**config.mk**
```make
export PLATFORM = sky130hd
export DESIGN_NAME = parity_partitioned_set_table
export DESIGN_NICKNAME = d
export VERILOG_FILES = /design/src/ppst_pkg.sv /design/src/ppst_ctrl.sv /design/src/ppst_dpath.sv /design/src/parity_partitioned_set_table.sv
export SDC_FILE = /design/constraint.sdc
export NUM_CORES = 1
export LEC_CHECK = 0
export BUFFER_PORTS_ARGS = -buffer_cell sky130_fd_sc_hd__buf_2
export CAP_MARGIN = 15
export CORE_MARGIN = 2
export CORE_UTILIZATION = 45
export DETAILED_ROUTE_END_ITERATION = 7
export SLEW_MARGIN = 20
export SYNTH_ARGS = -nofsm -noshare
export SYNTH_HDL_FRONTEND = slang
export SYNTH_SLANG_ARGS = --single-unit
export TNS_END_PERCENT = 50
```
**constraint.sdc**
```tcl
create_clock -name clk_i -period 8.6 [get_ports clk_i]
set_input_delay 0.86 -clock clk_i [delete_from_list [all_inputs] [get_ports clk_i]]
set_output_delay 0.86 -clock clk_i [all_outputs]
set_load 0.05 [all_outputs]
```
**src/ppst_pkg.sv**
```systemverilog
// ----------------------------------------------------------------------------
// ppst_pkg
// Shared types and constants for the parity-partitioned set table: opcodes,
// controller states and the command/status bundles between the controller
// and the datapath.
// ----------------------------------------------------------------------------
package ppst_pkg;

  localparam int OP_W  = 3;
  localparam int VAL_W = 31;
  localparam int POS_W = 4;
  localparam int OUT_W = 5;

  // Opcodes carried by each transaction
  typedef enum logic [OP_W-1:0] {
    OP_INSERT     = 3'd0,
    OP_REMOVE_VAL = 3'd1,
    OP_REMOVE_POS = 3'd2,
    OP_REPLACE    = 3'd3,
    OP_SEARCH     = 3'd4
  } op_e;

  // Controller states
  typedef enum logic [3:0] {
    ST_IDLE,
    ST_DISPATCH,
    ST_SCAN,
    ST_DECIDE,
    ST_SHL,
    ST_DEL_UPD,
    ST_INS_PREP,
    ST_SHR,
    ST_INS,
    ST_REPL,
    ST_RESULT
  } state_e;

  // Table walk modes: compare pass, shift toward head, shift toward tail
  typedef enum logic [1:0] {
    WALK_NONE,
    WALK_SCAN,
    WALK_SHL,
    WALK_SHR
  } walk_e;

  // Walk pointer load sources
  typedef enum logic [2:0] {
    PTR_KEEP,
    PTR_ZERO,
    PTR_IDX,
    PTR_POS,
    PTR_CNT
  } ptr_ld_e;

  typedef struct packed {
    logic    ld_op;    // capture the incoming transaction
    ptr_ld_e ptr_ld;
    walk_e   walk;
    logic    del_upd;  // drop count after a shift-left pass
    logic    ins_wr;   // write the new value into its slot
    logic    repl_wr;  // overwrite the matched entry in place
    logic    ok_set;
    logic    res_ld;   // move the result into the output register
  } dp_cmd_t;

  typedef struct packed {
    op_e  opcode;
    logic up_done;     // ascending walk finished, nothing in flight
    logic dn_done;     // descending walk finished, nothing in flight
    logic pos_ok;
    logic full;
    logic hit_a;       // value found
    logic hit_b;       // new_value found
    logic ins_even;
    logic same_par;
    logic out_free;
  } dp_sts_t;

endpackage

```
**src/ppst_ctrl.sv**
```systemverilog
// ----------------------------------------------------------------------------
// ppst_ctrl
// Sequencing state machine: scans the table or checks the position, then
// drives shift, insert or replace steps, then loads the output register.
// ----------------------------------------------------------------------------
module ppst_ctrl (
  input  logic              clk_i,
  input  logic              rst_ni,
  input  logic              in_valid_i,
  output logic              in_ready_o,
  input  ppst_pkg::dp_sts_t sts_i,
  output ppst_pkg::dp_cmd_t cmd_o
);
  import ppst_pkg::*;

  state_e state_q, state_d;

  // State register
  always_ff @(posedge clk_i or negedge rst_ni) begin
    if (!rst_ni) begin
      state_q <= ST_IDLE;
    end else begin
      state_q <= state_d;
    end
  end

  // Next state
  always_comb begin
    state_d = state_q;
    unique case (state_q)
      ST_IDLE: begin
        if (in_valid_i) state_d = ST_DISPATCH;
      end
      ST_DISPATCH: begin
        case (sts_i.opcode)
          OP_INSERT, OP_REMOVE_VAL, OP_REPLACE, OP_SEARCH: state_d = ST_SCAN;
          OP_REMOVE_POS: state_d = sts_i.pos_ok ? ST_SHL : ST_RESULT;
          default: state_d = ST_RESULT;
        endcase
      end
      ST_SCAN: begin
        if (sts_i.up_done) state_d = ST_DECIDE;
      end
      ST_DECIDE: begin
        state_d = ST_RESULT;
        case (sts_i.opcode)
          OP_INSERT: begin
            if (!sts_i.full && !sts_i.hit_a) state_d = ST_INS_PREP;
          end
          OP_REMOVE_VAL: begin
            if (sts_i.hit_a) state_d = ST_SHL;
          end
          OP_REPLACE: begin
            if (sts_i.hit_a && !sts_i.hit_b) begin
              state_d = sts_i.same_par ? ST_REPL : ST_SHL;
            end
          end
          default: state_d = ST_RESULT;
        endcase
      end
      ST_SHL: begin
        if (sts_i.up_done) state_d = ST_DEL_UPD;
      end
      ST_DEL_UPD: begin
        state_d = (sts_i.opcode == OP_REPLACE) ? ST_INS_PREP : ST_RESULT;
      end
      ST_INS_PREP: begin
        state_d = sts_i.ins_even ? ST_SHR : ST_INS;
      end
      ST_SHR: begin
        if (sts_i.dn_done) state_d = ST_INS;
      end
      ST_INS:  state_d = ST_RESULT;
      ST_REPL: state_d = ST_RESULT;
      ST_RESULT: begin
        if (sts_i.out_free) state_d = ST_IDLE;
      end
      default: state_d = ST_IDLE;
    endcase
  end

  // Outputs
  always_comb begin
    cmd_o      = '0;
    in_ready_o = 1'b0;
    unique case (state_q)
      ST_IDLE: begin
        in_ready_o = 1'b1;
        if (in_valid_i) begin
          cmd_o.ld_op  = 1'b1;
          cmd_o.ptr_ld = PTR_ZERO;
        end
      end
      ST_DISPATCH: begin
        if (sts_i.opcode == OP_REMOVE_POS && sts_i.pos_ok) cmd_o.ptr_ld = PTR_POS;
      end
      ST_SCAN: cmd_o.walk = WALK_SCAN;
      ST_DECIDE: begin
        case (sts_i.opcode)
          OP_REMOVE_VAL: begin
            if (sts_i.hit_a) cmd_o.ptr_ld = PTR_IDX;
          end
          OP_REPLACE: begin
            if (sts_i.hit_a && !sts_i.hit_b && !sts_i.same_par) cmd_o.ptr_ld = PTR_IDX;
          end
          OP_SEARCH: cmd_o.ok_set = sts_i.hit_a;
          default: cmd_o.ok_set = 1'b0;
        endcase
      end
      ST_SHL: cmd_o.walk = WALK_SHL;
      ST_DEL_UPD: begin
        cmd_o.del_upd = 1'b1;
        cmd_o.ok_set  = (sts_i.opcode != OP_REPLACE);
      end
      ST_INS_PREP: begin
        if (sts_i.ins_even) cmd_o.ptr_ld = PTR_CNT;
      end
      ST_SHR: cmd_o.walk = WALK_SHR;
      ST_INS: begin
        cmd_o.ins_wr = 1'b1;
        cmd_o.ok_set = 1'b1;
      end
      ST_REPL: begin
        cmd_o.repl_wr = 1'b1;
        cmd_o.ok_set  = 1'b1;
      end
      ST_RESULT: cmd_o.res_ld = sts_i.out_free;
      default: cmd_o = '0;
    endcase
  end

endmodule

```
**src/ppst_dpath.sv**
```systemverilog
// ----------------------------------------------------------------------------
// ppst_dpath
// Table memory, walk pointer, match flags, entry counters and the output
// register. One read and one write per cycle; read data is registered.
// ----------------------------------------------------------------------------
module ppst_dpath #(
  parameter int CAPACITY = 16
) (
  input  logic                       clk_i,
  input  logic                       rst_ni,
  input  ppst_pkg::dp_cmd_t          cmd_i,
  output ppst_pkg::dp_sts_t          sts_o,
  input  logic [ppst_pkg::OP_W-1:0]  opcode_i,
  input  logic [ppst_pkg::VAL_W-1:0] value_i,
  input  logic [ppst_pkg::VAL_W-1:0] new_value_i,
  input  logic [ppst_pkg::POS_W-1:0] position_i,
  input  logic                       out_ready_i,
  output logic                       out_valid_o,
  output logic                       ok_o,
  output logic signed [ppst_pkg::OUT_W-1:0] found_index_o,
  output logic [ppst_pkg::OUT_W-1:0] entries_held_o,
  output logic [ppst_pkg::OUT_W-1:0] evens_held_o
);
  import ppst_pkg::*;

  localparam int IDX_W = $clog2(CAPACITY);
  localparam int CNT_W = $clog2(CAPACITY + 1);
  localparam int PX_W  = CNT_W + POS_W;
  localparam logic [CNT_W-1:0] CAP_CNT = CNT_W'(CAPACITY);

  // Captured transaction
  op_e              opc_q;
  logic [VAL_W-1:0] val_q, nval_q;
  logic [POS_W-1:0] pos_q;

  // Table state
  logic [VAL_W-1:0] mem_q [CAPACITY];
  logic [CNT_W-1:0] cnt_q, cnt_d, even_q, even_d;

  // Walk pipeline
  logic [CNT_W-1:0] ptr_q, ptr_d, ptr_dec;
  logic [IDX_W-1:0] del_idx_q, rd_addr, rd_addr_q;
  logic [VAL_W-1:0] rd_data_q;
  logic             rd_en, rd_vld_q, del_par_q;
  logic             ptr_lt_cnt, ptr_gt_even;

  // Match results
  logic             hit_a_q, hit_b_q, ok_q;
  logic [IDX_W-1:0] idx_a_q;

  // Write port
  logic             we;
  logic [IDX_W-1:0] wa;
  logic [VAL_W-1:0] wd, ins_val;
  logic             ins_even;

  logic [PX_W-1:0]        pos_ext, cnt_ext;
  logic [IDX_W+OUT_W-1:0] idx_ext;
  logic [CNT_W+OUT_W-1:0] cnt_out, even_out;
  logic                   out_valid_q;

  assign pos_ext     = {{CNT_W{1'b0}}, pos_q};
  assign cnt_ext     = {{POS_W{1'b0}}, cnt_q};
  assign ptr_lt_cnt  = (ptr_q < cnt_q);
  assign ptr_gt_even = (ptr_q > even_q);
  assign ptr_dec     = ptr_q - CNT_W'(1);
  assign ins_val     = (opc_q == OP_REPLACE) ? nval_q : val_q;
  assign ins_even    = ~ins_val[0];

  // Read address and walk pointer
  always_comb begin
    rd_en   = 1'b0;
    rd_addr = ptr_q[IDX_W-1:0];
    case (cmd_i.walk)
      WALK_SCAN, WALK_SHL: rd_en = ptr_lt_cnt;
      WALK_SHR: begin
        rd_en   = ptr_gt_even;
        rd_addr = ptr_dec[IDX_W-1:0];
      end
      default: rd_en = 1'b0;
    endcase
  end

  always_comb begin
    ptr_d = ptr_q;
    case (cmd_i.ptr_ld)
      PTR_ZERO: ptr_d = '0;
      PTR_IDX:  ptr_d = CNT_W'(idx_a_q);
      PTR_POS:  ptr_d = pos_ext[CNT_W-1:0];
      PTR_CNT:  ptr_d = cnt_q;
      default: begin
        if (rd_en) ptr_d = (cmd_i.walk == WALK_SHR) ? ptr_dec : ptr_q + CNT_W'(1);
      end
    endcase
  end

  // Write port select; the controller keeps the sources exclusive
  always_comb begin
    we = 1'b0;
    wa = rd_addr_q;
    wd = rd_data_q;
    if (rd_vld_q && cmd_i.walk == WALK_SHL && rd_addr_q != del_idx_q) begin
      we = 1'b1;
      wa = rd_addr_q - IDX_W'(1);
    end else if (rd_vld_q && cmd_i.walk == WALK_SHR) begin
      we = 1'b1;
      wa = rd_addr_q + IDX_W'(1);
    end else if (cmd_i.ins_wr) begin
      we = 1'b1;
      wa = ins_even ? even_q[IDX_W-1:0] : cnt_q[IDX_W-1:0];
      wd = ins_val;
    end else if (cmd_i.repl_wr) begin
      we = 1'b1;
      wa = idx_a_q;
      wd = nval_q;
    end
  end

  // Table memory
  always_ff @(posedge clk_i) begin
    if (we) mem_q[wa] <= wd;
    rd_data_q <= mem_q[rd_addr];
  end

  // Counter updates
  always_comb begin
    cnt_d  = cnt_q;
    even_d = even_q;
    if (cmd_i.del_upd) begin
      cnt_d = cnt_q - CNT_W'(1);
      if (!del_par_q) even_d = even_q - CNT_W'(1);
    end else if (cmd_i.ins_wr) begin
      cnt_d = cnt_q + CNT_W'(1);
      if (ins_even) even_d = even_q + CNT_W'(1);
    end
  end

  // Control registers
  always_ff @(posedge clk_i or negedge rst_ni) begin
    if (!rst_ni) begin
      cnt_q       <= '0;
      even_q      <= '0;
      ptr_q       <= '0;
      rd_vld_q    <= 1'b0;
      hit_a_q     <= 1'b0;
      hit_b_q     <= 1'b0;
      ok_q        <= 1'b0;
      out_valid_q <= 1'b0;
    end else begin
      cnt_q    <= cnt_d;
      even_q   <= even_d;
      ptr_q    <= ptr_d;
      rd_vld_q <= rd_en;
      if (cmd_i.ld_op) begin
        hit_a_q <= 1'b0;
        hit_b_q <= 1'b0;
        ok_q    <= 1'b0;
      end else begin
        if (cmd_i.ok_set) ok_q <= 1'b1;
        if (rd_vld_q && cmd_i.walk == WALK_SCAN) begin
          if (rd_data_q == val_q)  hit_a_q <= 1'b1;
          if (rd_data_q == nval_q) hit_b_q <= 1'b1;
        end
      end
      if (cmd_i.res_ld) begin
        out_valid_q <= 1'b1;
      end else if (out_ready_i) begin
        out_valid_q <= 1'b0;
      end
    end
  end

  // Payload registers
  always_ff @(posedge clk_i) begin
    if (cmd_i.ld_op) begin
      opc_q  <= op_e'(opcode_i);
      val_q  <= value_i;
      nval_q <= new_value_i;
      pos_q  <= position_i;
    end
    rd_addr_q <= rd_addr;
    if (rd_vld_q && cmd_i.walk == WALK_SCAN && rd_data_q == val_q && !hit_a_q) begin
      idx_a_q <= rd_addr_q;
    end
    if (cmd_i.ptr_ld == PTR_IDX) del_idx_q <= idx_a_q;
    if (cmd_i.ptr_ld == PTR_POS) del_idx_q <= pos_ext[IDX_W-1:0];
    // First read of a shift-left pass is the entry being dropped
    if (rd_vld_q && cmd_i.walk == WALK_SHL && rd_addr_q == del_idx_q) begin
      del_par_q <= rd_data_q[0];
    end
  end

  // Output register
  assign idx_ext  = {{OUT_W{1'b0}}, idx_a_q};
  assign cnt_out  = {{OUT_W{1'b0}}, cnt_q};
  assign even_out = {{OUT_W{1'b0}}, even_q};

  always_ff @(posedge clk_i) begin
    if (cmd_i.res_ld) begin
      ok_o           <= ok_q;
      found_index_o  <= (opc_q == OP_SEARCH && hit_a_q) ? $signed(idx_ext[OUT_W-1:0])
                                                        : {OUT_W{1'b1}};
      entries_held_o <= cnt_out[OUT_W-1:0];
      evens_held_o   <= even_out[OUT_W-1:0];
    end
  end

  assign out_valid_o = out_valid_q;

  // Status to the controller
  always_comb begin
    sts_o          = '0;
    sts_o.opcode   = opc_q;
    sts_o.up_done  = !ptr_lt_cnt && !rd_vld_q;
    sts_o.dn_done  = !ptr_gt_even && !rd_vld_q;
    sts_o.pos_ok   = (pos_ext < cnt_ext);
    sts_o.full     = (cnt_q >= CAP_CNT);
    sts_o.hit_a    = hit_a_q;
    sts_o.hit_b    = hit_b_q;
    sts_o.ins_even = ins_even;
    sts_o.same_par = (val_q[0] == nval_q[0]);
    sts_o.out_free = !out_valid_q || out_ready_i;
  end

endmodule

```
**src/parity_partitioned_set_table.sv**
```systemverilog
// ----------------------------------------------------------------------------
// parity_partitioned_set_table
// Set of unique 31-bit values, evens at the front and odds at the back,
// with insert, remove by value, remove at position, replace and search.
// ----------------------------------------------------------------------------
// One transaction at a time. The table sits in a memory with one read and
// one write port, and every table operation walks it one entry per cycle.
// An unused opcode goes from dispatch straight to the result step. The
// input is ready again once the result is loaded into the output register.
// The next transaction is taken while the previous result waits in the
// output register. A result that is not taken holds the following
// transaction in its last step.
module parity_partitioned_set_table #(
  parameter int CAPACITY = 16
) (
  input  logic                       clk_i,
  input  logic                       rst_ni,
  input  logic                       in_valid_i,
  output logic                       in_ready_o,
  input  logic [ppst_pkg::OP_W-1:0]  opcode_i,
  input  logic [ppst_pkg::VAL_W-1:0] value_i,
  input  logic [ppst_pkg::VAL_W-1:0] new_value_i,
  input  logic [ppst_pkg::POS_W-1:0] position_i,
  output logic                       out_valid_o,
  input  logic                       out_ready_i,
  output logic                       ok_o,
  output logic signed [ppst_pkg::OUT_W-1:0] found_index_o,
  output logic [ppst_pkg::OUT_W-1:0] entries_held_o,
  output logic [ppst_pkg::OUT_W-1:0] evens_held_o
);
  import ppst_pkg::*;

  dp_cmd_t cmd;
  dp_sts_t sts;

  ppst_ctrl u_ctrl (
    .clk_i      (clk_i),
    .rst_ni     (rst_ni),
    .in_valid_i (in_valid_i),
    .in_ready_o (in_ready_o),
    .sts_i      (sts),
    .cmd_o      (cmd)
  );

  ppst_dpath #(
    .CAPACITY (CAPACITY)
  ) u_dpath (
    .clk_i          (clk_i),
    .rst_ni         (rst_ni),
    .cmd_i          (cmd),
    .sts_o          (sts),
    .opcode_i       (opcode_i),
    .value_i        (value_i),
    .new_value_i    (new_value_i),
    .position_i     (position_i),
    .out_ready_i    (out_ready_i),
    .out_valid_o    (out_valid_o),
    .ok_o           (ok_o),
    .found_index_o  (found_index_o),
    .entries_held_o (entries_held_o),
    .evens_held_o   (evens_held_o)
  );

endmodule
```
==> results by group <==
Pwr
  – P_leak: 10.07 nW
  – P_sw: 3.234 mW
  – Clock network power share: 0.281
  – Pwr/cell area: 335.9 mW/mm²
  – Pint: 6.893 mW
  – Max IR drop VDD: 201.2 µV
  – Register share of total power: 0.443
  – Switching part of the total: 0.3193
  – Combinational group share of total power: 0.276

STA
  – Min cycle time layout: 4671 ps
  – Final worst path period share: 0.5431
  – Peak Freq: 0.2141 GHz
  – Worst slew pin tran: 1150 ps
  – Unrepaired setup endpoints after global routing: false
  – Post-route setup TNS: 0 ps
  – Endpoints failing hold: 0
  – Final Setup Violations: 0
  – Max Transition Viols Final: 0
  – Fin Clk Skew: 26.31 ps
  – Slew headroom: 0.2336
  – Worst hold slack: 292.5 ps

Clock network
  – CTS clk-pin slew, worst paths: 60 ps
  – Clk_lat worst skew: 600 ps
  – # H-tree levels: 3
  – Clk root buf: clkbuf_16
  – CTS Sinks: 649
  – Max clock buf depth: 3
  – Hold_buf cts: 0
  – Resize count post-CTS: 0
  – Post-CTS Setup Inserts: 0
  – Total CTS buffers: 69
  – CTS tree: built

Finish
  – Final net count: 1,754
  – Most frequent cells in the layout: edfxtp_1, nand2_1, mux4_2
  – ANT cells: 0
  – Area Growth Syn to Fin: 14.31%
  – Layout cells sized above 1: 0.2356
  – Commonest non-fill, non-tap cell in the layout: edfxtp_1

Routing
  – DRT Pass-1 Iters: 5
  – Vias per cell: 5.861
  – DRT iter0 DRCs: 1,544
  – DRC violations left: 0
  – Antenna viol nets, final: 0
  – Routed via count: 14.46k
  – Final wirelength: 65,970 µm
  – Routed len/inst: 26.74 µm

Worst setup path
  – Crit path kind: reg -> reg
  – CP max stage delay: 690 ps
  – Worst setup EP type: register
  – Minimum setup slack among reg-to-reg paths: 3930 ps
  – CP cell instances: nor2b_1 -> nand3_1 -> inv_1 -> ha_1 -> nand2_1 -> or3_1 -> o311a_1 -> nand2b_1 -> nor2_4 -> buf_4
  – Worst EP required: 8860 ps
  – Buf/Inv on CP: 2
  – Worst EP arrival: 4930 ps
  – Worst reg2reg startpoint: u_ctrl.state_q[2]$_DFFE_PN0P_
  – Top delay family on crit path: simple AND/OR/NAND/NOR gates
  – FF-to-FF End: u_dpath.mem_q[4][9]$_DFFE_PP_
  – R2R depth: 10
  – CP max stage cell: nor2_4
  – Worst-path fanout max: 16
  – Startpoint type of the worst setup path: register

Min path
  – Hold Path Class: in -> async

Floorplanning
  – Initial Util: 0.4563
  – Die width: 246.1 µm
  – Placeable Area: 0.05781 mm²
  – Die ar.: 0.06057 mm²
  – IO Pins: 91
  – Die span in y: 246.1 µm
  – FP Rows: 88

Logic synthesis
  – Post-synth EDFFs: 590
  – Post-synthesis instance total: 1,529
  – Post-Synthesis Cell Area: 0.02638 mm²
  – Synth warn: 0
  – Synthesized net count: 1,632
  – Syn avg cell area: 17.25 µm²
  – Synth cell types: 69
  – Seq/Total Area, Yosys: 0.7211
  – Ys flop type: edfxtp_1
  – Synth Register Bits: 649
  – Async S/R FF share, synth: 0.03698

Global route
  – Gr busiest metal: met2
  – Largest net degree at the start of global routing: 126
  – Met3 Use GR: 0.05490
  – Met1 Resource Use GR: 0.3123
  – Number of global-route vias before repair: 14.46k
  – Total GRT Usage: 0.2217
  – Global-route wire length before repair: 96,540 µm
  – Initial antenna violation count: 1
  – GRT met2 Usage: 0.3464
  – Grt ovf: 0

Run
  – Max Cap Viol: 0

Outcome
  – Outcome: completed

Place
  – Input/output buffers: 90
  – Post-DP HPWL: 37,460 µm
  – Gp weighted congestion: 0.8655
## how the worst max path moves through the flow
stage | startpoint | end | cells past startpoint
CTS | u_ctrl.state_q[2]$_DFFE_PN0P_ | u_dpath.mem_q[4][11]$_DFFE_PP_ | 10
detailed placement | u_ctrl.state_q[2]$_DFFE_PN0P_ | u_dpath.mem_q[4][11]$_DFFE_PP_ | 10
finish | u_ctrl.state_q[2]$_DFFE_PN0P_ | u_dpath.mem_q[4][9]$_DFFE_PP_ | 10
global placement | u_ctrl.state_q[2]$_DFFE_PN0P_ | u_dpath.mem_q[4][11]$_DFFE_PP_ | 10
global route | u_ctrl.state_q[2]$_DFFE_PN0P_ | u_dpath.mem_q[4][11]$_DFFE_PP_ | 10
floorplan | u_ctrl.state_q[1]$_DFFE_PN0P_ | u_dpath.ptr_q[4]$_DFFE_PN0P_ | 7
## synthesized netlist by cell type, drive strengths merged, types with 7 or more instances
master | count | area (µm²)
dfrtp | 24 | 600.6
inv | 31 | 116.4
and3 | 35 | 219.0
buf | 44 | 219.0
nor4 | 10 | 62.56
nand2b | 15 | 101.3
dfxtp | 35 | 700.7
edfxtp | 590 | 17720
mux4 | 124 | 2793
nor2b | 7 | 43.79
xor2 | 26 | 227.7
clkbuf | 28 | 105.1
xnor2 | 61 | 556.8
mux2i | 11 | 110.1
o21ai | 19 | 95.09
nor3 | 13 | 70.07
ha | 28 | 350.3
a21o | 9 | 67.56
a21oi | 49 | 245.2
nor2 | 65 | 244.0
nand4 | 13 | 81.33
nand2 | 154 | 578.1
nand3 | 8 | 40.04
a31oi | 33 | 206.5
o22ai | 30 | 187.7
## state kept, by name, indices dropped and copies added (netlist names)
register and flops:
u_dpath.ok_q 1, u_dpath.evens_held_o 5, u_dpath.even_q 5, u_dpath.idx_a_q 4, u_dpath.mem_q 496, u_dpath.opc_q 3, u_dpath.found_index_o 5, u_dpath.del_idx_q 4
u_dpath.cnt_q 5, u_dpath.pos_q 4, u_dpath.ok_o 1, u_dpath.rd_addr_q 4, u_dpath.del_par_q 1, u_dpath.rd_vld_q 1, u_dpath.hit_b_q 1, u_dpath.val_q 31
u_dpath.out_valid_o 1, u_dpath.ptr_q 5, u_dpath.entries_held_o 5, u_dpath.nval_q 31, u_dpath.rd_data_q 31, u_dpath.hit_a_q 1, u_ctrl.state_q 4
## metrics by stage
step,power [mW],util,cell area (µm²),instances,worst slack (ps)
final,10.13,0.5216,30150,2467,3929
after global routing,10.60,0.5216,30150,2467,3691
after CTS,10.16,0.5199,30050,2465,3955
after detailed placement,7.316,0.4827,27900,2343,3959
after global placement,7.273,0.4827,27900,2343,4118
after floorplan,6.379,-,26380,1529,3437
## worst reg2reg max path: stages, from the launching register on
cell and delay (ps):
dfrtp_1 630, nor2b_1 390, nand3_1 220, inv_1 130
ha_1 630, nand2_1 250, or3_1 420, o311a_1 170
nand2b_1 350, nor2_4 690, buf_4 470
## cells by family after synthesis
family / synth area share
fa+ha+maj: 0.01480
simple gates: 0.06115
compound gates: 0.04521
xor+xnor: 0.02974
flops: 0.7211
mux: 0.1113
buf+inv: 0.01670
## power by group through the flow
stage / logic [mW] / clock network, mW / registers [mW]
2_1_floorplan: 1.93 / 0 / 4.45
3_3_place_gp: 2.72 / 0 / 4.55
3_5_place_dp: 2.76 / 0 / 4.56
4_1_cts: 2.77 / 2.90 / 4.49
5_1_grt: 3.05 / 3.02 / 4.52
6_report: 2.79 / 2.85 / 4.49
## metal layers
| layer | part of all wire | wire, µm |
|---|---|---|
| met4 | 0.023 | 1539 |
| met5 | 0.00023 | 15 |
| met1 | 0.42 | 27890 |
| met2 | 0.47 | 31090 |
| met3 | 0.082 | 5437 |
## cell type report
class,count,area (µm²)
sequential,649,19020
clock inverter,31,291.5
fill,4626,27660
tap,765,957.2
clock buffer,91,1861
multi-input combinational,777,7162
timing repair buffer,123,743.2
inverter,31,116.4
(Power assumes the default switching activity.)
